--- src/rtl/adc_frame_deframer_top_macros.svh ---
// Assertion macros used by the deframer RTL.
`ifndef ADC_FRAME_DEFRAMER_TOP_MACROS_SVH
`define ADC_FRAME_DEFRAMER_TOP_MACROS_SVH

// Same-cycle implication, checked outside of reset.
`define ADCFD_ASSERT_NOW(lbl, ante, cons, msg) \
  lbl: assert property (@(posedge clk_i) disable iff (!rst_ni) (ante) |-> (cons)) \
    else $error(msg);

// Next-cycle implication, checked outside of reset.
`define ADCFD_ASSERT_NEXT(lbl, ante, cons, msg) \
  lbl: assert property (@(posedge clk_i) disable iff (!rst_ni) (ante) |=> (cons)) \
    else $error(msg);

`endif

--- src/rtl/adcfd_pkg.sv ---
// Shared types and constants of the ADC frame deframer.
package adcfd_pkg;

  localparam logic [7:0] SYNC_FIRST     = 8'h90;
  localparam logic [7:0] SYNC_SECOND    = 8'hEB;
  localparam logic [7:0] FRAME_MODE_RST = 8'hA0;

  localparam int unsigned CHAN_W    = 9;
  localparam int unsigned ADC_W     = 16;
  localparam int unsigned TRAIL_W   = 4;
  localparam int unsigned M_TDATA_W = 32;

  typedef enum logic [2:0] {
    PH_HUNT  = 3'd0,
    PH_SYNC2 = 3'd1,
    PH_ID    = 3'd2,
    PH_MODE  = 3'd3,
    PH_LOW   = 3'd4,
    PH_HIGH  = 3'd5,
    PH_TRAIL = 3'd6
  } phase_e;

  typedef struct packed {
    logic [CHAN_W-1:0] channel;
    logic [ADC_W-1:0]  adc_value;
    logic              last_of_frame;
  } result_t;

endpackage

--- src/rtl/adcfd_in_reg.sv ---
// Input register stage holding one raw byte from the readout stream.
module adcfd_in_reg (
  input  logic       clk_i,
  input  logic       rst_ni,
  input  logic       valid_i,
  output logic       ready_o,
  input  logic [7:0] byte_i,
  output logic       valid_o,
  input  logic       take_i,
  output logic [7:0] byte_o
);

  logic       valid_q, valid_d;
  logic [7:0] byte_q;

  assign ready_o = !valid_q || take_i;
  assign valid_d = (valid_i && ready_o) ? 1'b1 : (take_i ? 1'b0 : valid_q);

  always_ff @(posedge clk_i or negedge rst_ni) begin
    if (!rst_ni) begin
      valid_q <= 1'b0;
    end else begin
      valid_q <= valid_d;
    end
  end

  always_ff @(posedge clk_i) begin
    if (valid_i && ready_o) begin
      byte_q <= byte_i;
    end
  end

  assign valid_o = valid_q;
  assign byte_o  = byte_q;

endmodule

--- src/rtl/adcfd_core.sv ---
// Frame parser: sync hunt, header check, sample assembly and trailer skip.
`include "adc_frame_deframer_top_macros.svh"

module adcfd_core #(
  parameter int unsigned CHANNELS      = 384,
  parameter int unsigned HALF_CHANNELS = 192,
  parameter int unsigned TRAILER_BYTES = 8
) (
  input  logic              clk_i,
  input  logic              rst_ni,
  input  logic              cfg_valid_i,
  input  logic [7:0]        cfg_data_i,
  input  logic              in_valid_i,
  input  logic [7:0]        in_byte_i,
  output logic              take_o,
  input  logic              out_ready_i,
  output logic              res_valid_o,
  output adcfd_pkg::result_t res_o
);

  localparam int unsigned IDX_W  = $clog2(CHANNELS);
  localparam int unsigned NXT_W  = IDX_W + 1;
  localparam int unsigned CH_W   = (IDX_W + 1 > 9) ? IDX_W + 1 : 9;
  // Odd indices map to the high half; only the first ODD_OK of them land in range.
  localparam int unsigned ODD_OK = (CHANNELS > HALF_CHANNELS) ? CHANNELS - HALF_CHANNELS : 0;
  localparam logic [NXT_W-1:0] TWO_ODD  = NXT_W'(2 * ODD_OK);
  localparam logic [NXT_W-1:0] CHAN_LIM = NXT_W'(CHANNELS);
  localparam logic [CH_W-1:0]  HALF_OFS = CH_W'(HALF_CHANNELS);
  localparam logic [adcfd_pkg::TRAIL_W-1:0] TRAIL_INIT = adcfd_pkg::TRAIL_W'(TRAILER_BYTES);

  adcfd_pkg::phase_e phase_q, phase_d;
  logic [IDX_W-1:0]             idx_q, idx_d;
  logic [7:0]                   low_q, low_d;
  logic [adcfd_pkg::TRAIL_W-1:0] trail_q, trail_d;
  logic                         armed_q, armed_d;
  logic [7:0]                   mode_q;

  logic              fire;
  logic [NXT_W-1:0]  inc, nxt;
  logic              last;
  logic [CH_W-1:0]   chan;
  logic [adcfd_pkg::TRAIL_W-1:0] trail_dec;
  logic              at_low, at_high, at_mode, at_trail, mode_hit;

  assign fire   = in_valid_i && out_ready_i;
  assign take_o = fire;

  // Next in-range sample index: skip an odd index whose channel would overflow.
  assign inc  = NXT_W'(idx_q) + NXT_W'(1);
  assign nxt  = (inc[0] && (inc >= TWO_ODD)) ? inc + NXT_W'(1) : inc;
  assign last = nxt >= CHAN_LIM;
  assign chan = CH_W'(idx_q >> 1) + (idx_q[0] ? HALF_OFS : '0);

  assign trail_dec = (trail_q != '0) ? trail_q - adcfd_pkg::TRAIL_W'(1) : trail_q;

  assign at_low   = (phase_q == adcfd_pkg::PH_LOW);
  assign at_high  = (phase_q == adcfd_pkg::PH_HIGH);
  assign at_mode  = (phase_q == adcfd_pkg::PH_MODE);
  assign at_trail = (phase_q == adcfd_pkg::PH_TRAIL);
  assign mode_hit = (in_byte_i == mode_q);

  always_comb begin
    phase_d = phase_q;
    idx_d   = idx_q;
    low_d   = low_q;
    trail_d = trail_q;
    armed_d = armed_q;
    res_valid_o       = 1'b0;
    res_o.channel     = chan[adcfd_pkg::CHAN_W-1:0];
    res_o.adc_value   = {in_byte_i, low_q};
    res_o.last_of_frame = last;
    if (fire) begin
      case (phase_q)
        adcfd_pkg::PH_SYNC2: begin
          phase_d = (in_byte_i == adcfd_pkg::SYNC_SECOND) ? adcfd_pkg::PH_ID
                                                          : adcfd_pkg::PH_HUNT;
        end
        adcfd_pkg::PH_ID: begin
          phase_d = adcfd_pkg::PH_MODE;
        end
        adcfd_pkg::PH_MODE: begin
          if (in_byte_i != mode_q) begin
            phase_d = adcfd_pkg::PH_HUNT;
          end else if (!armed_q) begin
            armed_d = 1'b1;
            phase_d = adcfd_pkg::PH_HUNT;
          end else begin
            idx_d   = '0;
            phase_d = adcfd_pkg::PH_LOW;
          end
        end
        adcfd_pkg::PH_LOW: begin
          low_d   = in_byte_i;
          phase_d = adcfd_pkg::PH_HIGH;
        end
        adcfd_pkg::PH_HIGH: begin
          res_valid_o = 1'b1;
          if (last) begin
            idx_d = '0;
            if (TRAILER_BYTES > 0) begin
              trail_d = TRAIL_INIT;
              phase_d = adcfd_pkg::PH_TRAIL;
            end else begin
              phase_d = adcfd_pkg::PH_HUNT;
            end
          end else begin
            idx_d   = nxt[IDX_W-1:0];
            phase_d = adcfd_pkg::PH_LOW;
          end
        end
        adcfd_pkg::PH_TRAIL: begin
          trail_d = trail_dec;
          if (trail_dec == '0) begin
            phase_d = adcfd_pkg::PH_HUNT;
          end
        end
        default: begin
          phase_d = (in_byte_i == adcfd_pkg::SYNC_FIRST) ? adcfd_pkg::PH_SYNC2
                                                         : adcfd_pkg::PH_HUNT;
        end
      endcase
    end
  end

  always_ff @(posedge clk_i or negedge rst_ni) begin
    if (!rst_ni) begin
      phase_q <= adcfd_pkg::PH_HUNT;
      idx_q   <= '0;
      low_q   <= '0;
      trail_q <= '0;
      armed_q <= 1'b0;
      mode_q  <= adcfd_pkg::FRAME_MODE_RST;
    end else begin
      phase_q <= phase_d;
      idx_q   <= idx_d;
      low_q   <= low_d;
      trail_q <= trail_d;
      armed_q <= armed_d;
      if (cfg_valid_i) begin
        mode_q <= cfg_data_i;
      end
    end
  end

  `ADCFD_ASSERT_NOW(a_res_only_high, res_valid_o, at_high, "result outside high-byte phase")
  `ADCFD_ASSERT_NEXT(a_low_to_high, fire && at_low, at_high, "low byte not followed by high phase")
  `ADCFD_ASSERT_NEXT(a_arm_on_match, fire && at_mode && mode_hit, armed_q, "matching mode did not arm")
  `ADCFD_ASSERT_NOW(a_trail_nonzero, at_trail, trail_q != '0, "trailer phase with empty count")

endmodule

--- src/rtl/adcfd_out_reg.sv ---
// Result register stage feeding the master-side stream.
module adcfd_out_reg (
  input  logic               clk_i,
  input  logic               rst_ni,
  input  logic               valid_i,
  output logic               ready_o,
  input  adcfd_pkg::result_t res_i,
  output logic               valid_o,
  input  logic               ready_i,
  output adcfd_pkg::result_t res_o
);

  logic               valid_q, valid_d;
  adcfd_pkg::result_t res_q;

  assign ready_o = !valid_q || ready_i;
  assign valid_d = ready_o ? valid_i : valid_q;

  always_ff @(posedge clk_i or negedge rst_ni) begin
    if (!rst_ni) begin
      valid_q <= 1'b0;
    end else begin
      valid_q <= valid_d;
    end
  end

  always_ff @(posedge clk_i) begin
    if (valid_i && ready_o) begin
      res_q <= res_i;
    end
  end

  assign valid_o = valid_q;
  assign res_o   = res_q;

endmodule

--- src/rtl/adc_frame_deframer_top.sv ---
// Top level of the ADC frame deframer.
// Takes one raw byte per cycle on the slave stream and emits one 16-bit ADC
// sample word for every two payload bytes of a decoded frame; a byte can be
// accepted in every cycle while the master side keeps up. Each byte passes
// an input register and then the result register; a stalled master side
// holds the result register and, behind it, the input register. The block
// hunts for the sync pair 0x90 0xEB, skips the ID byte and checks the mode
// byte against frame_mode (reset 0xA0; the user must see that it is written
// on the cfg channel only while the stream is idle, unenforced by the block).
// The first matching frame only arms the block; later ones deliver a sample
// for each index below CHANNELS whose channel exists, with its de-interleaved
// channel number (even index to the low half, odd index from HALF_CHANNELS
// up) and tlast on the final sample, then TRAILER_BYTES bytes are skipped.
module adc_frame_deframer_top #(
  parameter int unsigned CHANNELS      = 384,
  parameter int unsigned HALF_CHANNELS = 192,
  parameter int unsigned TRAILER_BYTES = 8
) (
  input  logic        clk_i,
  input  logic        rst_ni,
  input  logic        cfg_valid_i,
  output logic        cfg_ready_o,
  input  logic [7:0]  cfg_data_i,     // frame_mode
  input  logic        s_axis_tvalid,
  output logic        s_axis_tready,
  input  logic [7:0]  s_axis_tdata,   // data_byte
  output logic        m_axis_tvalid,
  input  logic        m_axis_tready,
  output logic [31:0] m_axis_tdata,   // [8:0] channel, [24:9] adc_value, rest zero
  output logic        m_axis_tlast    // last_of_frame
);

  logic               in_valid;
  logic [7:0]         in_byte;
  logic               take;
  logic               out_ready;
  logic               res_valid;
  adcfd_pkg::result_t res;
  adcfd_pkg::result_t res_out;

  assign cfg_ready_o = 1'b1;

  adcfd_in_reg u_in_reg (
    .clk_i   (clk_i),
    .rst_ni  (rst_ni),
    .valid_i (s_axis_tvalid),
    .ready_o (s_axis_tready),
    .byte_i  (s_axis_tdata),
    .valid_o (in_valid),
    .take_i  (take),
    .byte_o  (in_byte)
  );

  adcfd_core #(
    .CHANNELS      (CHANNELS),
    .HALF_CHANNELS (HALF_CHANNELS),
    .TRAILER_BYTES (TRAILER_BYTES)
  ) u_core (
    .clk_i       (clk_i),
    .rst_ni      (rst_ni),
    .cfg_valid_i (cfg_valid_i),
    .cfg_data_i  (cfg_data_i),
    .in_valid_i  (in_valid),
    .in_byte_i   (in_byte),
    .take_o      (take),
    .out_ready_i (out_ready),
    .res_valid_o (res_valid),
    .res_o       (res)
  );

  adcfd_out_reg u_out_reg (
    .clk_i   (clk_i),
    .rst_ni  (rst_ni),
    .valid_i (res_valid),
    .ready_o (out_ready),
    .res_i   (res),
    .valid_o (m_axis_tvalid),
    .ready_i (m_axis_tready),
    .res_o   (res_out)
  );

  assign m_axis_tdata = {
    (adcfd_pkg::M_TDATA_W - adcfd_pkg::CHAN_W - adcfd_pkg::ADC_W)'(0),
    res_out.adc_value,
    res_out.channel
  };
  assign m_axis_tlast = res_out.last_of_frame;

endmodule

--- config.mk ---
export PLATFORM = sky130hd
export DESIGN_NAME = adc_frame_deframer_top
export DESIGN_NICKNAME = d
export VERILOG_FILES = /design/src/rtl/adcfd_pkg.sv /design/src/rtl/adcfd_in_reg.sv /design/src/rtl/adcfd_core.sv /design/src/rtl/adcfd_out_reg.sv /design/src/rtl/adc_frame_deframer_top.sv
export VERILOG_INCLUDE_DIRS = /design/src /design/src/rtl
export SDC_FILE = /design/constraint.sdc
export NUM_CORES = 1
export LEC_CHECK = 0
export ABC_AREA = 1
export BUFFER_PORTS_ARGS = -buffer_cell sky130_fd_sc_hd__buf_4
export CAP_MARGIN = 25
export CORE_MARGIN = 1.5
export CORE_UTILIZATION = 46
export DETAILED_ROUTE_END_ITERATION = 8
export PLACE_DENSITY = 0.69
export SLEW_MARGIN = 20
export SYNTH_ARGS = -nofsm -noshare
export SYNTH_HDL_FRONTEND = slang
export SYNTH_SLANG_ARGS = --single-unit
--- constraint.sdc ---
create_clock -name clk_i -period 2.2 [get_ports clk_i]
set_input_delay 0.33 -clock clk_i [delete_from_list [all_inputs] [get_ports clk_i]]
set_output_delay 0.33 -clock clk_i [all_outputs]
set_load 0.05 [all_outputs]
# Yosys cells after proc, flatten, opt, wreduce, memory -nomap -nowiden
# Cells that the tools add are included.
# word_totals
ff_bits,69
latch_bits,0
ram_bits,0
mem_bits_ro,0
input_bits,21
out_inout_bits,36
elab_cells,70
mem_count,0
# op_classes
n_addsub,4
mul,0
n_div,0
n_lt_le_gt_ge,2
n_eq_ne,13
n_shift,0
mux,20
bitwise,1
reduce_logical,18
# ops
cell,n
$mux 9,3
$ge 10x9->1 const B,2
$pmux 3 s6,1
$pmux 9 s2,1
$eq 8x8->1 const B,2
$add 10x1->10 const B,1
$add 9x1->10 const B,1
$mux 10,1
$add 8x9->9,1
$eq 3x3->1 const B,3
$mux 3,3
$mux 4,2
$mux 8,1
$ne 8x8->1,1
$pmux 4 s2,1
$eq 3x2->1 const B,2
$reduce_and 3->1,2
$reduce_bool 2->1,3
$mux 1,5
$logic_and 1x1->1,4
$logic_not 4->1,1
$mux 2,2
$ne 2x1->1 const B,2
$ne 2x2->1 const B,2
other kinds (8),11

# Depth between registers and ports, before layout
# Gate-level depths: netlist of the first run.
# logic_depth
depth_word,7
depth_mapped,16
depth_no_buf,16

# Cells and area by module
# Synthesis of the first run repeated with hierarchy kept, for this count alone.
# hier_totals
hier_cells,369
area_unflattened_um2,3455.8
# by_module_without_submodules
module,instances,cells_per_inst,area_each_um2,seq_area_each_um2
adcfd_core,1,313,2277.2,828.3
adcfd_out_reg,1,32,825.8,805.8
adcfd_in_reg,1,14,285.3,265.3
adc_frame_deframer_top,1,10,67.6,0.0

# Least setup slack after synthesis of the first run
# No wires, ideal clock.
# synth_timing
kind,reg-to-reg
start,register u_out_reg.valid_q (netlist: u_out_reg.valid_o)
end,register u_core.trail_q[3] (netlist bit)
setup_time_ns,0.117
arrival_ns,2.178
t_required_ns,2.083
path_slack_ns,-0.096
path_stages_with_launch,8
path_buffers,0
period_less_slack_ns,2.296
path_cell_list,dfrtp_1 a21boi_1 nand2_1 clkinv_1 nand2_4 nand2_2 nand2_1 nand2_1
# synth_via
elab_chain_len,4
# synth_lines
item,line,text
from (decl),adcfd_out_reg.sv:13,"logic valid_q, valid_d;"
from (signal assigned),adcfd_out_reg.sv:23,valid_q <= valid_d;
$logic_not 1->1,adcfd_out_reg.sv:16,assign ready_o = !valid_q || ready_i;
$logic_or 1x1->1,adcfd_out_reg.sv:16,
$logic_and 1x1->1,adcfd_core.sv:45,assign fire = in_valid_i && out_ready_i;
$reduce_and 3->1 (no line),n/a,
to (signal assigned),adcfd_core.sv:137,trail_q <= trail_d;
to (decl),adcfd_core.sv:34,"logic [adcfd_pkg::TRAIL_W-1:0] trail_q, trail_d;"
# No other way between the ends.
# A chain may end at the register's enable or synchronous reset.

==> metrics.md, run 1 <==
| Metric | Value |
|---|---|
| Status | completed |
| Simple-gate portion of the synthesized area | 0.2066 |
| RSZ-0062 raised after global routing | false |
| Most common cell after layout, fill and taps aside | nand2_1 |
| NetSw | 0.0005770 W |
| CP Max Fanout | 7 |
| Minimum clock period | 2044 ps |
| TritonCTS Buffers | 9 |
| Post-Synth Adder-Cell Area | 0.02179 |
| Cells after Synth | 323 |
| Critical path launch point type | flip-flop |
| Hold Vio Cnt, Final | 0 |
| Final Max Slew Viols | 0 |
| Layout area overhead | 23.03% |
| Combinational fraction of design power | 0.051 |
| WS Path Type | reg -> reg |
| Die span in x | between 80 and 90 um |
| PortBufs | 48 |
| Synth Warn # | 0 |
| Max Root-Sink Buffers | 2 |
| Area of the multi-input gates | 1134 um2 |
| Layout fillers | 586 |
| Remaining Overflow, GRT | 0 |
| R2R Setup Slk | 160 ps |
| Worst-case hold slack | 164.3 ps |
| Routed via count | 2344 |
| Setup violators final | 0 |
| FF+latch count, synth | 69 |
| Peak Freq | 489.2 MHz |
| Vias in the first global route | approximately 2100 |
| Largest net degree at the start of global routing | 36 |
| Post-CTS Repair Setup Buffers | 0 |
| Routability-driven placement congestion ratio | 0.9197 |
| Reg-to-Reg Start | u_core.idx_q[1] |
| Antenna violations before repair | 0 |
| Mean Syn Cell Area | 9.955 um2 |
| Final wirelength | 6.179 mm |
| NumNets Final | 409 |
| Worst hold path endpoint | u_in_reg.byte_o[2] |
| R2R depth | 12 |
| Sequential Power Share | 0.517 |
| WHS Path Cells | 1 |
| CTS root buf | clkbuf_8 |
| Die ar. | 7501 um2 |
| Seq/Total Area, Yosys | 0.5907 |
| Worst r2r dst | u_core.idx_q[4] |
| # IOs | 57 |
| Worst path arrival time | 2250 ps |
| Relative slew slack | 0.6158 |
| Routed WL per cell | 12.77 um |
| Switch share | 0.2127 |
| Mux share of post-synthesis cell area | 0.01401 |
| Setup TNS | 0 ps |
| # diodes | 0 |
| Worst clock skew | 9.879 ps |
| Final period util | 0.9292 |
| DIE HEIGHT | 86.61 um |
| Largest family of logic cells by synthesized area | simple AND/OR/NAND/NOR gates |
| Clk_lat worst skew | 340 ps |
| Crit. End Element | flip-flop |
| Core Footprint | 6794 um2 |
| Synth Area in Compound Gates | 0.07004 |
| Initial Utilization | 0.4733 |
| Global-route wire length before repair | around 10 mm |
| Post-route ant nets | 0 |
| Worst-path clk slew | 70 ps |
| Via density | 4.843 |
| Total internal power | 0.002136 W |
| Htree depth | 3 |
| Most frequent cells in the layout | 77 x nand2_1, 52 x buf_4, 34 x inv_1, 34 x edfxtp_1, 31 x dfrtp_1 |
| Share of cells above drive strength 1 | 0.2655 |
| Hpwl dp | approximately 4.4 mm |
| Initial DRC count | 146 |
| Hold crit path type | in -> reg |
| Number of placement rows | 30 |
| HP Start | s_axis_tdata[2] |
| CTS tree | yes |
| Xor/xnor share of the synthesized area | 0.02724 |
| Slew of the pin with the lowest slew margin | slightly below 600 ps |
| Leak | 1.784 nW |
| FF/Latch Area | 1902 um2 |
| Max_cap viols | 0 |
| Post-synthesis cell type count | 38 |
| Required time worst endpoint | 2400 ps |
| Synth Cell Area | 3216 um2 |
| Drt first pass iters | 4 |
| Pwr/cell area | 685.8 nW/um2 |
| Clock power share | 0.432 |
| Num Clock Sinks | 69 |
| DRC | 0 |
| Maximum VDD drop | roughly 0.00035 V |
| GRT Overall Usage | 0.1765 |
[cells by family after synthesis]
logic type | after synthesis
compound gates | 39
xor+xnor | 10
mux | 4
fa+ha+maj | 5
flops | 69
other cells | 2
simple gates | 145
buf+inv | 49
[registers in the layout, summed over array words and instances, names as in the netlist]
signal and cells:
u_out_reg.valid_o 1, u_in_reg.valid_o 1, u_core.trail_q 4, u_core.idx_q 9, u_core.armed_q 1, u_core.mode_q 8, u_core.phase_q 3, u_core.low_q 8
u_in_reg.byte_o 8, u_out_reg.res_o 26
[cell usage after synthesis]
cell type,instances,area share
a31oi_1,2,0.0039
o21ai_1,6,0.0093
a21oi_2,1,0.0027
o21ai_0,22,0.034
nor2_2,4,0.0078
a22oi_2,1,0.0039
inv_1,34,0.040
fa_1,1,0.0062
mux2_2,4,0.014
ha_1,4,0.016
or2_0,1,0.0019
xnor2_1,4,0.011
edfxtp_1,34,0.32
o22ai_1,1,0.0019
nor4_1,2,0.0039
inv_2,2,0.0023
a21oi_1,1,0.0016
dfstp_2,2,0.016
nor2_1,12,0.014
or2_2,2,0.0039
dfrtp_1,33,0.26
nand4_1,6,0.012
clkinv_1,1,0.0012
nand2_4,2,0.0070
xor2_1,6,0.016
nor3_1,7,0.011
a21boi_1,1,0.0023
inv_4,1,0.0019
nand3_2,2,0.0062
a31o_2,1,0.0027
a221oi_1,1,0.0027
nand3_1,23,0.036
conb_1,2,0.0023
nand2_2,7,0.014
o31ai_1,2,0.0047
buf_4,8,0.019
nand2_1,77,0.090
clkbuf_1,3,0.0035
[per-stage QoR]
step	power (W)	cells	setup slack, ps	cell area [um2]	util
finish	0.002713	484	155.8	3956	0.5823
global route	0.002809	484	17.45	3956	0.5823
CTS	0.002742	484	154.3	3943	0.5803
detailed placement	0.001568	467	178.7	3699	0.5444
global placement	0.001563	467	223.3	3699	0.5444
floorplan	0.001518	329	222.3	3239	-
[power groups by stage]
stage	Sequential, W	Clock [W]	Combinational [W]
6_report	0.00140	0.00117	0.000137
4_1_cts	0.00140	0.00120	0.000138
3_3_place_gp	0.00143	0	0.000133
5_1_grt	0.00141	0.00125	0.000152
2_1_floorplan	0.00142	0	0.0000936
3_5_place_dp	0.00143	0	0.000137
[final cells by class]
cell class,count,area share
clock buffers,11,0.03827
clock inverters,5,0.02087
inverters,38,0.03700
multi-input cells,211,0.2865
flip-flops and latches,69,0.4807
well taps,96,0.03036
repair buffers,54,0.1063
[metal layers]
metal | wire length, um | vias up | GRT usage | share of wire
li1 | - | 1180 | - | -
met1 | 2922 | 1100 | 0.2381 | 0.47
met2 | 2918 | 56 | 0.2756 | 0.47
met3 | 233 | 8 | 0.04286 | 0.038
met4 | 104 | 0 | 0.07038 | 0.017
met5 | 0 | - | 0 | 0
[timing repair]
item | in CTS | in global routing
endpoints found under the setup margin | 0 | 5
hold buffers | 1 | 0
gates resized for setup | 0 | 5
hold endpoints to repair | 33 | 0
[worst max path at each step]
stage / cells past startpoint / endpoint / from
final: 12 / u_core.idx_q[4] / u_core.idx_q[1]
after global routing: 12 / u_core.idx_q[5] / u_core.idx_q[1]
after CTS: 12 / u_core.idx_q[4] / u_core.idx_q[1]
after detailed placement: 12 / u_core.idx_q[4] / u_core.idx_q[1]
after global placement: 12 / u_core.idx_q[7] / u_core.idx_q[1]
after floorplan: 12 / u_core.idx_q[4] / u_core.idx_q[0]
[worst max-delay path: stages, from the launching register on]
cell	delay, ps
dfrtp_2	450
ha_1	250
nand3_2	100
xor2_1	290
nand2_2	100
nor2_2	140
nand3_1	100
nand2_1	90
inv_2	50
nand2_4	100
inv_4	70
nand3_1	80
o21ai_0	80
No activity file was read; power rests on OpenSTA's default activity.
==> run 2, diff against run 1 <==
--- a/config.mk
+++ b/config.mk
@@ -7,12 +7,12 @@
 export NUM_CORES = 1
 export LEC_CHECK = 0
 export ABC_AREA = 1
-export BUFFER_PORTS_ARGS = -buffer_cell sky130_fd_sc_hd__buf_4
 export CAP_MARGIN = 25
 export CORE_MARGIN = 1.5
 export CORE_UTILIZATION = 46
 export DETAILED_ROUTE_END_ITERATION = 8
-export PLACE_DENSITY = 0.69
+export DONT_BUFFER_PORTS = 1
+export PLACE_DENSITY = 0.62
 export SLEW_MARGIN = 20
 export SYNTH_ARGS = -nofsm -noshare
 export SYNTH_HDL_FRONTEND = slang
==> metrics.md, run 2 (synthesis results as in run 1) <==
| Metric | Value |
|---|---|
| Status | completed (unchanged) |
| Leak | 1.556 nW (was 1.784 nW) |
| # IOs | 57 (unchanged) |
| Htree depth | 3 (unchanged) |
| CTS root buf | clkbuf_8 (unchanged) |
| Layout area overhead | 11.21% (was 23.03%) |
| Largest net degree at the start of global routing | 36 (unchanged) |
| Num Clock Sinks | 69 (unchanged) |
| Number of placement rows | 30 (unchanged) |
| Maximum VDD drop | 0.0004591 V (was 0.0003515 V) |
| Layout fillers | 639 (was 586) |
| Final Core Density | 0.5263 (was 0.5823) |
| NetSw | 0.0006301 W (was 0.0005770 W) |
| Clk_lat worst skew | 350 ps (was 340 ps) |
| Most frequent cells in the layout | 77 x nand2_1, 34 x inv_1, 34 x edfxtp_1, 31 x dfrtp_1 (was 77 x nand2_1, 52 x buf_4, 34 x inv_1, 34 x edfxtp_1, 31 x dfrtp_1) |
| Worst-case hold slack | 60.18 ps (was 164.3 ps) |
| Dpl ws | 115.7 ps (was 178.7 ps) |
| WS Path Type | reg -> reg (unchanged) |
| Area of the multi-input gates | 1136 um2 (was 1134 um2) |
| Required time worst endpoint | 2410 ps (was 2400 ps) |
| Relative slew slack | 0.6392 (was 0.6158) |
| Remaining Overflow, GRT | 0 (unchanged) |
| Inst Count DP | 421 (was 467) |
| Via density | 4.977 (was 4.843) |
| Switch share | 0.2540 (was 0.2127) |
| Max Root-Sink Buffers | 2 (unchanged) |
| Total internal power | 0.001851 W (was 0.002136 W) |
| WHS Path Cells | 1 (unchanged) |
| Routed via count | 2185 (was 2344) |
| Clock power share | 0.389 (was 0.432) |
| Reg-to-Reg Start | u_core.idx_q[1] (unchanged) |
| Sequential Power Share | 0.566 (was 0.517) |
| Share of cells above drive strength 1 | 0.1749 (was 0.2655) |
| DRC | 0 (unchanged) |
| Final Non-Filler Cells | 439 (was 484) |
| Minimum clock period | 2008 ps (was 2044 ps) |
| Hold Vio Cnt, Final | 0 (unchanged) |
| Largest register FFs | 26 (unchanged) |
| CTS tree | yes (unchanged) |
| Worst clock skew | 9.040 ps (was 9.879 ps) |
| Drt first pass iters | 4 (unchanged) |
| WL met1 | 2.893 mm (was 2.922 mm) |
| Worst path arrival time | 2210 ps (was 2250 ps) |
| Routed WL per cell | 13.42 um (was 12.77 um) |
| # diodes | 0 (unchanged) |
| TritonCTS Buffers | 9 (unchanged) |
| WL met2 | 2.689 mm (was 2.918 mm) |
| DIE HEIGHT | 86.61 um (unchanged) |
| R2R Setup Slk | 190 ps (was 160 ps) |
| Pwr/cell area | 693.8 nW/um2 (was 685.8 nW/um2) |
| Max_cap viols | 0 (unchanged) |
| Initial Utilization | 0.4733 (unchanged) |
| Slew of the pin with the lowest slew margin | 541.2 ps (was 576.2 ps) |
| PortBufs | 0 (was 48) |
| Worst-path clk slew | 90 ps (was 70 ps) |
| Vias in the first global route | 2015 (was 2144) |
| Setup TNS | 0 ps (unchanged) |
| Final period util | 0.9128 (was 0.9292) |
| FF/Latch Area | 1902 um2 (unchanged) |
| DR top layer | met4 (unchanged) |
| R2R depth | 13 (was 12) |
| Setup violators final | 0 (unchanged) |
| Final Max Slew Viols | 0 (unchanged) |
| CP Max Fanout | 7 (unchanged) |
| Antenna violations before repair | 0 (unchanged) |
| Critical path origin | u_core.idx_q[1] (unchanged) |
| Final WS setup | 191.9 ps (was 155.8 ps) |
| Most common cell after layout, fill and taps aside | nand2_1 (unchanged) |
| Hold crit path type | in -> reg (unchanged) |
| Critical path launch point type | flip-flop (unchanged) |
| Post-route ant nets | 0 (unchanged) |
| RSZ-0062 raised after global routing | false (unchanged) |
| Global-route wire length before repair | 9.570 mm (was 10.01 mm) |
| Post-CTS Repair Setup Buffers | 0 (unchanged) |
| Initial DRC count | 124 (was 146) |
| Die ar. | 7501 um2 (unchanged) |
| Hpwl dp | 4.236 mm (was 4.429 mm) |
| Peak Freq | 498.0 MHz (was 489.2 MHz) |
| Die span in x | 86.61 um (unchanged) |
| Worst setup path endpoint | u_core.idx_q[4] (unchanged) |
| GRT Overall Usage | 0.1711 (was 0.1765) |
| WL met3 | 203 um (was 233 um) |
| Worst r2r dst | u_core.idx_q[4] (unchanged) |
| Crit. End Element | flip-flop (unchanged) |
| Routability-driven placement congestion ratio | 0.8780 (was 0.9197) |
| Final wirelength | 5.891 mm (was 6.179 mm) |
| Core Footprint | 6794 um2 (unchanged) |
| NumNets Final | 364 (was 409) |
| Combinational fraction of design power | 0.045 (was 0.051) |
## run 2: per-layer routing
layer	global-route usage	vias to the layer above
met5	0	-
met2	0.2571	57
met3	0.04571	8
met4	0.08065	0
li1	-	1100
met1	0.2310	1020
## run 2: what timing repair did
action / in CTS / in global routing
gates resized for setup: 0 / 7
setup endpoints to repair: 0 / 14
hold buffers: 2 / 0
endpoints found under the hold margin: 35 / 0
## run 2: through the flow
stage,power (W),instance area [um2]
after floorplan,0.001518,3239
after global placement,0.001523,3341
after detailed placement,0.001525,3341
after CTS,0.002518,3560
after global routing,0.002587,3576
final,0.002481,3576
## run 2: cell type report
class,count,share of cell area
Timing Repair Buffer,9,0.02309
Sequential cell,69,0.5318
Inverter,38,0.04094
Clock inverter,7,0.01819
Clock buffer,9,0.03464
Multi-Input combinational cell,211,0.3177
Tap cell,96,0.03359
## run 2: worst min-delay path by stage
stage	from	to
after floorplan	rst_ni	u_core.armed_q
after global placement	rst_ni	u_core.idx_q[2]
after detailed placement	rst_ni	u_core.idx_q[2]
after CTS	cfg_valid_i	u_core.mode_q[5]
after global routing	s_axis_tdata[3]	u_in_reg.byte_o[3]
final	cfg_valid_i	u_core.mode_q[5]
## run 2: power groups by stage
stage	combinational [W]	sequential, W	clock, W
after floorplan	0.0000936	0.00142	0
after global placement	0.0000913	0.00143	0
after detailed placement	0.0000927	0.00143	0
after CTS	0.000113	0.00140	0.00100
after global routing	0.000124	0.00141	0.00105
final	0.000112	0.00140	0.000965
## run 2: worst max-delay path: stages (launching register included)
cell and delay [ps]:
dfrtp_2 440, ha_2 230, nand3_2 120, nor2_2 130, xor2_1 200, inv_1 100
nor2_2 110, nand3_1 100, nand2_1 90, inv_2 40, nand2_4 100, inv_4 70
nand3_1 70, o21ai_0 80
==> run 3, diff against run 2 <==
--- a/config.mk
+++ b/config.mk
@@ -9,11 +9,12 @@
 export ABC_AREA = 1
 export CAP_MARGIN = 25
 export CORE_MARGIN = 1.5
-export CORE_UTILIZATION = 46
+export CORE_UTILIZATION = 60
 export DETAILED_ROUTE_END_ITERATION = 8
 export DONT_BUFFER_PORTS = 1
-export PLACE_DENSITY = 0.62
+export PLACE_DENSITY = 0.77
 export SLEW_MARGIN = 20
 export SYNTH_ARGS = -nofsm -noshare
 export SYNTH_HDL_FRONTEND = slang
+export SYNTH_HIERARCHICAL = 1
 export SYNTH_SLANG_ARGS = --single-unit
==> metrics.md, run 3 <==
| Metric | Value |
|---|---|
| Status | completed (unchanged) |
| Number of synthesized flops with an enable pin | 34 (unchanged) |
| Largest net degree at the start of global routing | 36 (unchanged) |
| FF+latch count, synth | 69 (unchanged) |
| Die span in x | 78.89 um (was 86.61 um) |
| Primary FF master, synth | edfxtp_1 (unchanged) |
| Max_cap viols | 0 (unchanged) |
| Via density | 5.287 (was 4.977) |
| WS Path Type | reg -> reg (unchanged) |
| Htree depth | 3 (unchanged) |
| Worst path arrival time | 2340 ps (was 2210 ps) |
| CTS tree | yes (unchanged) |
| Crit. End Element | flip-flop (unchanged) |
| Drt first pass iters | 4 (unchanged) |
| Mean Syn Cell Area | 9.365 um2 (was 9.955 um2) |
| Routed via count | 2379 (was 2185) |
| Peak Freq | 481.0 MHz (was 498.0 MHz) |
| Core Footprint | 5540 um2 (was 6794 um2) |
| Hpwl dp | 4.412 mm (was 4.236 mm) |
| Hold crit path type | in -> reg (unchanged) |
| Minimum clock period | 2079 ps (was 2008 ps) |
| Hold Vio Cnt, Final | 0 (unchanged) |
| # IOs | 57 (unchanged) |
| CP max stage delay | 450 ps (was 440 ps) |
| Most common cell after layout, fill and taps aside | nand2_1 (unchanged) |
| FFs w/ async S/R, synth | 0.5072 (unchanged) |
| Setup TNS | 0 ps (unchanged) |
| Reg-to-Reg Start | u_core/idx_q[1] (was u_core.idx_q[1]) |
| Layout fillers | 434 (was 639) |
| DIE HEIGHT | 78.89 um (was 86.61 um) |
| Clk_lat worst skew | 340 ps (was 350 ps) |
| Critical path origin | u_core/idx_q[1] (was u_core.idx_q[1]) |
| Final Core Density | 0.6728 (was 0.5263) |
| Post-route ant nets | 0 (unchanged) |
| CP Max Fanout | 7 (unchanged) |
| Num Clock Sinks | 69 (unchanged) |
| Largest register FFs | 26 (unchanged) |
| Top-area cell type share of the netlist area | 0.2954 (was 0.3175) |
| Pwr/cell area | 978.8 nW/um2 (was 693.8 nW/um2) |
| Critical path launch point type | flip-flop (unchanged) |
| Placed cell area | 3427 um2 (was 3341 um2) |
| Most common cell in the netlist | nand2_1 (unchanged) |
| Maximum VDD drop | 0.0006212 V (was 0.0004591 V) |
| Leak | 1.637 nW (was 1.556 nW) |
| Required time worst endpoint | 2470 ps (was 2410 ps) |
| GRT Overall Usage | 0.2237 (was 0.1711) |
| Routed WL per cell | 14.13 um (was 13.42 um) |
| Worst-path clk slew | 80 ps (was 90 ps) |
| Slowest cell on crit path | dfrtp_2 (unchanged) |
| R2R depth | 13 (unchanged) |
| Final period util | 0.9449 (was 0.9128) |
| Seq/Total Area, Yosys | 0.5496 (was 0.5907) |
| Most used cell, CP | nand2_1 |
| Antenna violations before repair | 0 (unchanged) |
| Post-synth top area cell | edfxtp_1 (unchanged) |
| Post-synthesis cell type count | 38 (unchanged) |
| PortBufs | 0 (unchanged) |
| Vias in the first global route | 2223 (was 2015) |
| Remaining Overflow, GRT | 0 (unchanged) |
| Worst setup path endpoint | u_core/idx_q[7] (was u_core.idx_q[4]) |
| Top post-synthesis cells by count | 91 x nand2_1, 54 x inv_1, 34 x edfxtp_1 (was 77 x nand2_1, 34 x edfxtp_1, 34 x inv_1) |
| NumNets Final | 400 (was 364) |
| TritonCTS Buffers | 9 (unchanged) |
| Synth Cell Area | 3456 um2 (was 3216 um2) |
| Final Max Slew Viols | 0 (unchanged) |
| Max Root-Sink Buffers | 2 (unchanged) |
| Final wirelength | 6.358 mm (was 5.891 mm) |
| Setup violators final | 0 (unchanged) |
| # diodes | 0 (unchanged) |
| Worst r2r dst | u_core/idx_q[7] (was u_core.idx_q[4]) |
| Cells after Synth | 369 (was 323) |
| R2R Setup Slk | 120 ps (was 190 ps) |
| Post-route cell area | 3727 um2 (was 3576 um2) |
| Initial Utilization | 0.6238 (was 0.4733) |
| CTS root buf | clkbuf_8 (unchanged) |
| FF/Latch Area | 1903 um2 (was 1902 um2) |
| DRC | 0 (unchanged) |
| Layout area overhead | 7.856% (was 11.21%) |
| Top cells by area, synth | edfxtp_1 30%, dfrtp_1 24%, nand2_1 9.9% (was edfxtp_1 32%, dfrtp_1 26%, nand2_1 9.0%) |
| Worst clock skew | 8.075 ps (was 9.040 ps) |
| Die ar. | 6224 um2 (was 7501 um2) |
| Global-route wire length before repair | 10.39 mm (was 9.570 mm) |
| Routability-driven placement congestion ratio | 0.9284 (was 0.8780) |
| Synth Warn # | 6 (was 0) |
| Share of cells above drive strength 1 | 0.1561 (was 0.1749) |
| Critical path, cell by cell | ha_1 > nand2_2 > inv_1 > nand3_1 > nand2_1 > nand2_1 > nand2_1 > nand2_4 > nand3_2 > nand3_2 > nand3_4 > buf_4 > o22ai_2 (was ha_2 > nand3_2 > nor2_2 > xor2_1 > inv_1 > nor2_2 > nand3_1 > nand2_1 > inv_2 > nand2_4 > inv_4 > nand3_1 > o21ai_0) |
| Number of placement rows | 27 (was 30) |
| Most frequent cells in the layout | 89 x nand2_1, 54 x inv_1, 34 x edfxtp_1, 30 x dfrtp_1 (was 77 x nand2_1, 34 x inv_1, 34 x edfxtp_1, 31 x dfrtp_1) |
| Initial DRC count | 240 (was 124) |
| Area of the multi-input gates | 1191 um2 (was 1136 um2) |
[run 3: cell count changes after synthesis, sizes merged, moves of 3 or more]
cell,change
inv,+20
buf,+17
nand2,+8
nor2,+7
a21oi,+5
o22ai,+5
o21ai,-4
xnor2,-3
xor2,-3
[run 3: power by group]
part / switching [W] / leakage, nW / internal (W)
logic: 0.000506 / 0.794 / 0.000300
registers: 0.000233 / 0.750 / 0.00160
clock network: 0.000477 / 0.0939 / 0.000528
[run 3: worst max-delay path, delay by kind of cell (launching register included)]
kind / cells / cell delay (ps)
DFF: 1 / 450
adders and majority gates: 1 / 240
buffers and inverters: 2 / 240
AOI/OAI and AO/OA: 1 / 90
and+or+nand+nor: 9 / 980
[run 3: worst min-delay path by stage]
| stage | start | slack, ps | cells after the start | to |
|---|---|---|---|---|
| after CTS | cfg_valid_i | 40 | 1 | u_core/mode_q[5] |
| after global routing | cfg_valid_i | 40 | 1 | u_core/mode_q[7] |
| after global placement | rst_ni | 40 | 0 | u_core/mode_q[4] |
| after detailed placement | rst_ni | 40 | 0 | u_core/mode_q[0] |
| after floorplan | rst_ni | 30 | 0 | u_core/armed_q |
| final | cfg_valid_i | 50 | 1 | u_core/mode_q[5] |
[run 3: cell families after synthesis]
kind of cell / count (synthesis) / share of synthesized area
adders and majority gates: 6 / 0.02390
muxes: 2 / 0.006517
DFF: 69 / 0.5496
xor gates and xnor gates: 4 / 0.01014
AOI/OAI and AO/OA: 42 / 0.07458
other: 2 / 0.002173
and+or+nand+nor: 160 / 0.2125
buffers and inverters: 84 / 0.1206
[run 3: what timing repair did]
action	in CTS	in global routing
hold buffers	2	0
buffers inserted	0	5
endpoints found under the hold margin	35	0
setup endpoints to repair	0	14
gates resized for setup	0	7
[run 3: cell type report]
class | count | area share
Clock buffer | 11 | 0.03525
Sequential cell | 69 | 0.5106
Tap cell | 72 | 0.02417
Clock inverter | 5 | 0.01611
Inverter | 57 | 0.05740
Timing Repair Buffer | 13 | 0.03693
Multi-Input combinational cell | 223 | 0.3196
[run 3: per-stage QoR]
stage	total power (W)	hold slack [ps]	instances	setup WS, ps
floorplan	0.002438	34.41	375	77.46
global placement	0.002537	35.49	426	123.1
detailed placement	0.002572	35.32	426	12.25
CTS	0.003596	36.62	444	4.512
global route	0.003849	41.09	450	-8.212
finish	0.003648	53.83	450	121.1
[run 3: layer usage]
layer	wire length (um)	vias up	track usage
met3	307	10	0.06437
met1	2859	1111	0.2925
met4	89	0	0.1088
met5	0	-	0
met2	3101	79	0.3440
li1	-	1179	-
